<file path="src/design/msh_pkg.sv">
package msh_pkg;

  localparam int HISTORY_DEPTH_DEFAULT = 64;
  localparam int MAX_RUN_DEFAULT       = 64;

  // Request types
  localparam logic [1:0] REQ_DATA      = 2'd0;
  localparam logic [1:0] REQ_NACK      = 2'd1;
  localparam logic [1:0] REQ_HEARTBEAT = 2'd2;

  // Result kinds
  localparam logic [1:0] KIND_DATA_MID   = 2'd0;
  localparam logic [1:0] KIND_DATA_EOM   = 2'd1;
  localparam logic [1:0] KIND_NOT_AVAIL  = 2'd2;
  localparam logic [1:0] KIND_HEARTBEAT  = 2'd3;

  // Configuration registers
  localparam logic       REG_HISTORY_SIZE   = 1'b0;
  localparam logic [6:0] HISTORY_SIZE_RESET = 7'd64;

  typedef struct packed {
    logic [1:0]  req_type;
    logic        end_of_message;
    logic [31:0] payload_in;
    logic [31:0] nack_first;
    logic [31:0] nack_stop;
  } req_t;

  typedef struct packed {
    logic [1:0]  packet_kind;
    logic [31:0] packet_id;
    logic [31:0] payload_out;
    logic        last;
  } res_t;

endpackage

</file>
<file path="src/design/multicast_sender_history.sv">
// Multicast sender history. A request is taken when start is high and busy is low.
// A data request is stored and echoed with its new sequence id, and a heartbeat
// reports the newest sent id; each gives one result in the cycle after it is taken,
// and the block takes the next request in that same cycle, so these run at one
// request per cycle. A NACK for n ids (n cut at MAX_RUN) holds busy while it issues
// its n ids, reading the history memory only for ids still held; its results follow
// one per cycle once busy is set, each registered from its busy step; the single read
// port of the history memory sets that pace. Every result is on res_o for exactly one
// cycle with res_valid_o high: the receiver must take it then, there is no back-pressure.
// The history memory needs no clearing pass after reset: entries outside the stored
// window are never read.
module multicast_sender_history #(
  parameter int HISTORY_DEPTH = msh_pkg::HISTORY_DEPTH_DEFAULT,
  parameter int MAX_RUN       = msh_pkg::MAX_RUN_DEFAULT
) (
  input  logic          clk_i,
  input  logic          rst_ni,
  // request channel
  input  logic          start,
  output logic          busy,
  input  msh_pkg::req_t req_i,
  // result channel
  output logic          res_valid_o,
  output msh_pkg::res_t res_o,
  // configuration port
  input  logic          psel,
  input  logic          penable,
  input  logic          pwrite,
  input  logic [2:0]    paddr,
  input  logic [31:0]   pwdata,
  output logic [31:0]   prdata,
  output logic          pready
);

  localparam int SlotW = $clog2(HISTORY_DEPTH);
  localparam int CntW  = $clog2(HISTORY_DEPTH + 1);
  localparam int DiffW = CntW + 1;
  localparam int RunW  = $clog2(MAX_RUN + 1);

  localparam logic ST_IDLE = 1'b0;
  localparam logic ST_RUN  = 1'b1;

  // Clamp the history size register to 1 .. HISTORY_DEPTH.
  function automatic logic [CntW-1:0] eff_size(input logic [6:0] hs);
    logic [31:0] v;
    v = 32'(hs);
    if (v == 32'd0) begin
      v = 32'd1;
    end else if (v > 32'(HISTORY_DEPTH)) begin
      v = 32'(HISTORY_DEPTH);
    end
    return v[CntW-1:0];
  endfunction

  // Control state
  logic             state_q, state_d;
  logic [6:0]       hist_size_q;
  logic [31:0]      next_id_q, next_id_d;
  logic [CntW-1:0]  stored_q, stored_d;
  logic [SlotW-1:0] wr_slot_q, wr_slot_d;
  logic [31:0]      run_id_q, run_id_d;
  logic [RunW-1:0]  run_left_q, run_left_d;
  logic             res_valid_q, res_valid_d;

  // Result payload registers
  logic [1:0]       out_kind_q, out_kind_d;
  logic [31:0]      out_id_q, out_id_d;
  logic [31:0]      out_pay_q, out_pay_d;
  logic             out_last_q, out_last_d;
  logic             out_mem_q, out_mem_d;   // payload and kind come from the memory

  // History memory: end-of-message bit over payload
  logic [32:0]      hist_mem [HISTORY_DEPTH];
  logic [32:0]      rd_data_q;
  logic             mem_we, mem_re;
  logic [SlotW-1:0] rd_addr;

  logic             accept, cfg_wr;
  logic [CntW-1:0]  size_eff;
  logic [31:0]      span, age;
  logic [RunW-1:0]  run_len;
  logic             hit;
  logic [DiffW-1:0] ws_ext, age_ext, slot_full;

  assign busy   = (state_q == ST_RUN);
  assign accept = start && !busy;
  assign pready = 1'b1;
  assign cfg_wr = psel && penable && pwrite && (paddr[2] == msh_pkg::REG_HISTORY_SIZE);
  assign prdata = (paddr[2] == msh_pkg::REG_HISTORY_SIZE) ? {25'd0, hist_size_q} : 32'd0;

  assign size_eff = eff_size(hist_size_q);

  // NACK run length, cut at MAX_RUN
  assign span    = req_i.nack_stop - req_i.nack_first;
  assign run_len = (span > 32'(MAX_RUN)) ? RunW'(MAX_RUN) : span[RunW-1:0];

  // A requested id is held when its age lies in 1 .. stored count.
  assign age     = next_id_q - run_id_q;
  assign hit     = (age != 32'd0) && (age <= 32'(stored_q));
  assign ws_ext  = DiffW'(wr_slot_q);
  assign age_ext = DiffW'(age[CntW-1:0]);
  assign slot_full = (ws_ext >= age_ext) ? (ws_ext - age_ext)
                                         : (ws_ext + DiffW'(HISTORY_DEPTH) - age_ext);
  assign rd_addr = slot_full[SlotW-1:0];

  // Writes happen only on an accepted data request and reads only while busy,
  // so a write and a read of the same entry never land in the same cycle.
  assign mem_we = accept && (req_i.req_type == msh_pkg::REQ_DATA);
  assign mem_re = busy && hit;

  always_comb begin
    state_d     = state_q;
    next_id_d   = next_id_q;
    stored_d    = stored_q;
    wr_slot_d   = wr_slot_q;
    run_id_d    = run_id_q;
    run_left_d  = run_left_q;
    res_valid_d = 1'b0;
    out_kind_d  = out_kind_q;
    out_id_d    = out_id_q;
    out_pay_d   = out_pay_q;
    out_last_d  = out_last_q;
    out_mem_d   = out_mem_q;

    if (busy) begin
      // Issue one id of the run: read the memory if the id is held, register the result fields.
      res_valid_d = 1'b1;
      out_kind_d  = msh_pkg::KIND_NOT_AVAIL;
      out_id_d    = run_id_q;
      out_pay_d   = 32'd0;
      out_last_d  = (run_left_q == RunW'(1));
      out_mem_d   = hit;
      run_id_d    = run_id_q + 32'd1;
      run_left_d  = run_left_q - RunW'(1);
      if (run_left_q == RunW'(1)) begin
        state_d = ST_IDLE;
      end
    end else if (accept) begin
      case (req_i.req_type)
        msh_pkg::REQ_DATA: begin
          res_valid_d = 1'b1;
          out_kind_d  = req_i.end_of_message ? msh_pkg::KIND_DATA_EOM
                                             : msh_pkg::KIND_DATA_MID;
          out_id_d    = next_id_q;
          out_pay_d   = req_i.payload_in;
          out_last_d  = 1'b1;
          out_mem_d   = 1'b0;
          next_id_d   = next_id_q + 32'd1;
          wr_slot_d   = (wr_slot_q == SlotW'(HISTORY_DEPTH - 1)) ? '0
                                                                  : wr_slot_q + SlotW'(1);
          stored_d    = (stored_q < size_eff) ? stored_q + CntW'(1) : size_eff;
        end
        msh_pkg::REQ_NACK: begin
          if (run_len != '0) begin
            state_d    = ST_RUN;
            run_id_d   = req_i.nack_first;
            run_left_d = run_len;
          end
        end
        msh_pkg::REQ_HEARTBEAT: begin
          res_valid_d = 1'b1;
          out_kind_d  = msh_pkg::KIND_HEARTBEAT;
          out_id_d    = next_id_q - 32'd1;
          out_pay_d   = 32'd0;
          out_last_d  = 1'b1;
          out_mem_d   = 1'b0;
        end
        default: begin
          // unused request type: drop it
        end
      endcase
    end
  end

  always_ff @(posedge clk_i or negedge rst_ni) begin
    if (!rst_ni) begin
      state_q     <= ST_IDLE;
      hist_size_q <= msh_pkg::HISTORY_SIZE_RESET;
      next_id_q   <= 32'd0;
      stored_q    <= '0;
      wr_slot_q   <= '0;
      run_id_q    <= 32'd0;
      run_left_q  <= '0;
      res_valid_q <= 1'b0;
    end else begin
      state_q     <= state_d;
      next_id_q   <= next_id_d;
      wr_slot_q   <= wr_slot_d;
      run_id_q    <= run_id_d;
      run_left_q  <= run_left_d;
      res_valid_q <= res_valid_d;
      if (cfg_wr) begin
        // Cut the stored window at once to the new size.
        hist_size_q <= pwdata[6:0];
        stored_q    <= (stored_q > eff_size(pwdata[6:0])) ? eff_size(pwdata[6:0])
                                                         : stored_q;
      end else begin
        stored_q    <= stored_d;
      end
    end
  end

  always_ff @(posedge clk_i) begin
    out_kind_q <= out_kind_d;
    out_id_q   <= out_id_d;
    out_pay_q  <= out_pay_d;
    out_last_q <= out_last_d;
    out_mem_q  <= out_mem_d;
  end

  // History memory with registered read data
  always_ff @(posedge clk_i) begin
    if (mem_we) begin
      hist_mem[wr_slot_q] <= {req_i.end_of_message, req_i.payload_in};
    end
    if (mem_re) begin
      rd_data_q <= hist_mem[rd_addr];
    end
  end

  // A replayed packet takes its kind and payload from the memory read data.
  assign res_valid_o       = res_valid_q;
  assign res_o.packet_kind = out_mem_q ? {1'b0, rd_data_q[32]} : out_kind_q;
  assign res_o.packet_id   = out_id_q;
  assign res_o.payload_out = out_mem_q ? rd_data_q[31:0] : out_pay_q;
  assign res_o.last        = out_last_q;

endmodule

</file>
<file path="config.mk">
export PLATFORM = sky130hd
export DESIGN_NAME = multicast_sender_history
export DESIGN_NICKNAME = d
export VERILOG_FILES = /design/src/design/msh_pkg.sv /design/src/design/multicast_sender_history.sv
export SDC_FILE = /design/constraint.sdc
export NUM_CORES = 2
export LEC_CHECK = 0
export BUFFER_PORTS_ARGS = -buffer_cell sky130_fd_sc_hd__buf_4
export CORE_MARGIN = 2
export CORE_UTILIZATION = 48
export CTS_BUF_LIST = sky130_fd_sc_hd__clkbuf_4 sky130_fd_sc_hd__clkbuf_8
export CTS_CLUSTER_DIAMETER = 50
export CTS_CLUSTER_SIZE = 30
export DETAILED_ROUTE_END_ITERATION = 6
export HOLD_SLACK_MARGIN = 0.02
export SLEW_MARGIN = 20
export SYNTH_ARGS = -nofsm -noshare
export SYNTH_HDL_FRONTEND = slang
export SYNTH_SLANG_ARGS = --single-unit
</file>
<file path="constraint.sdc">
create_clock -name clk_i -period 11.5 [get_ports clk_i]
set_input_delay 3.45 -clock clk_i [delete_from_list [all_inputs] [get_ports clk_i]]
set_output_delay 3.45 -clock clk_i [all_outputs]
set_load 0.01 [all_outputs]
</file>
==> results.md <==
* Die width at 448 um
* Arr. time, crit path at 4.05 ns
* Top-count cell post-synth: edfxtp_1
* Starting density of the core at 0.482
* Multi-input gate area at 0.0254 mm^2
* WHS Path Cells at 1
* CP Launch Type: primary input
* Die area at 0.201 mm^2
* Worst-path clk slew at 0.08 ns
* Clock root buffer: clkbuf_8
* Max cap viols at 0
* CTS Sinks at 2306
* Total track usage at 0.244
* CTS resizes at 0
* H-Tree Depth at 4
* Ys flop type: edfxtp_1
* Grt ovf at 0
* Synth area leaders: edfxtp_1, mux4_2, dfrtp_1
* R2r setup slk at 5.04 ns
* Reg area at 0.0684 mm^2
* Synth top area share at 0.690
* Setup TNS at 0 ns
* Wire per inst at 30.9 um
* Worst Hold Path EP: out_pay_q[21]$_SDFFE_PP0P_
* Initial drt markers at 5269
* Outcome: finished clean
* Mapped Area at 0.0948 mm^2
* Hold_buf cts at 0
* Synth cell types at 86
* Layout overhead on the synthesized area at 10.2%
* Max clock buf depth at 3
* Synth Warn # at 0
* Largest net degree at the start of global routing at 125
* Via Count at 48519
* Worst-Margin Slew at 1.22 ns
* CP Capture Type: primary output
* # placed instances at 7518
* Async S/R FF share, synth at 0.0403
* Max Transition Viols Final at 0
* Vias in the first global route at 48147
* IO Port Bufs at 188
* Via density at 6.15
* Worst EP required at 8.05 ns
* Post-synth EDFFs at 2179
* Hold Path Origin: out_pay_q[21]$_SDFFE_PP0P_
* Worst skew pair latency at 1.00 ns
* Final HPWL DP at 138000 um
* Hold Crit Class: flip-flop to flip-flop
* Initial antenna violation count at 19
* Reg-to-reg endpoint: rd_data_q[11]$_DFFE_PP_
* IO Pins at 242
* Worst Setup Path Type: primary input to primary output
* FF-to-FF Start: run_id_q[0]$_DFFE_PN0P_
* DRC viols at 0
* Fill cells at 15363
* Cell taking the most area after synthesis: edfxtp_1
* Final nets at 5306
* First-pass GRT wire length at 349000 um
* Relative slew slack at 0.181
* Mean Syn Cell Area at 19.6 um^2
* Tcrit/Tclk final at 0.652
* CTS tree: done
* Post-Synthesis Cells at 4829
* # Post-CTS Setup Buffers at 0
* Antenna viol nets, final at 0
* #FFs+latches synth at 2306
* Worst r2r path cells at 12
* Final min period at 7.50 ns
* RSZ-0062 raised after global routing: false
* Core area at 0.197 mm^2
* Critical path fanouts, max at 9
* Drt total wl at 244000 um
* Fraction of layout cells with a size suffix above 1 at 0.277
* Final RePlAce weighted congestion at 0.884
* Vert. Die Dim at 448 um
* Max Fclk at 133 MHz
* Layout Cells excl Fill at 7889
* First-pass detailed-route iteration total at 6
* Seq/Total Area, Yosys at 0.722
* Row count at 163
* Final setup fails at 0
* Fin. Hold Viols at 0
* Setup Skew at 0.0768 ns
* Top post-synthesis cells by count: edfxtp_1, mux4_2, nor2_1, nand2_1, clkbuf_1
* Number of buffers created by CTS at 189
[worst max path at each step]
stage,startpoint,to,slack [ns],depth (start not counted)
after floorplan,paddr[2],prdata[0],4.42,1
after global placement,req_i[0],run_id_q[20]$_DFFE_PN0P_,3.55,15
after detailed placement,req_i[0],run_id_q[23]$_DFFE_PN0P_,3.60,15
after CTS,paddr[2],prdata[2],3.95,3
after global routing,paddr[2],prdata[2],3.96,3
final,paddr[2],prdata[4],4.00,3
[cell usage in the layout (no fill, tap or decap), types with 36 or more instances in the layout]
master / n
o21ai_0: 116
edfxtp_1: 2179
nand3_1: 61
dfrtp_1: 91
nor2_4: 65
mux4_2: 660
xnor2_1: 94
nand2_1: 164
clkbuf_8: 192
mux2i_1: 51
inv_6: 39
nor2_1: 109
a21oi_1: 123
nand4_1: 36
a211oi_1: 45
buf_4: 289
nor2b_1: 52
inv_1: 108
ha_1: 93
[critical path: stages]
cell	delay (ns)
buf_4	0.15
nor2b_1	0.26
buf_4	0.18
[cells by family (layout without fill, tap and decap cells)]
group / after synthesis / in the layout / share of synthesized area
adder cells (fa/ha/maj): 97 / 97 / 0.0130
other: 2 / 38 / 0.0000792
flip-flops: 2306 / 2306 / 0.722
buffers and inverters: 380 / 764 / 0.0167
AO/OA/AOI/OAI: 526 / 526 / 0.0369
XOR/XNOR: 128 / 128 / 0.0118
AND/OR/NAND/NOR: 645 / 645 / 0.0333
multiplexers: 745 / 745 / 0.166
[routing by layer]
layer / GRT usage / vias to the layer above / part of all wire
li1: - / 20374 / -
met1: 0.339 / 25984 / 0.41
met2: 0.406 / 1816 / 0.50
met3: 0.0351 / 343 / 0.066
met4: 0.0655 / 2 / 0.026
met5: 0 / - / 0.000053
[per-stage QoR]
stage	setup WS (ns)	instance area [um^2]	utilization	hold slack (ns)
after floorplan	4.42	94900	-	0.432
after global placement	3.55	99900	0.507	0.444
after detailed placement	3.60	99900	0.507	0.457
after CTS	3.95	104000	0.531	0.483
after global routing	3.96	104000	0.531	0.490
final	4.00	104000	0.531	0.481
[sequential cells by signal, indices dropped and copies added, names as in the netlist]
register     flops
busy             1
hist_mem      2112
hist_size_q      7
next_id_q       32
out_id_q        32
out_kind_q       2
out_last_q       1
out_mem_q        1
out_pay_q       32
rd_data_q       33
res_valid_o      1
run_id_q        32
run_left_q       7
stored_q         7
wr_slot_q        6
[final cells by class]
type | instances | share of cell area
diodes | 12 | 0.000287
well taps | 2640 | 0.0316
inverters | 110 | 0.00395
repair buffers | 295 | 0.0219
multi-input cells | 2167 | 0.243
flip-flops and latches | 2306 | 0.655
clock buffers | 197 | 0.0257
clock inverters | 162 | 0.0180
Power is left out: the tool's default activity adds up to more than one toggle a clock period on the data nets, which glitch-free logic cannot reach.
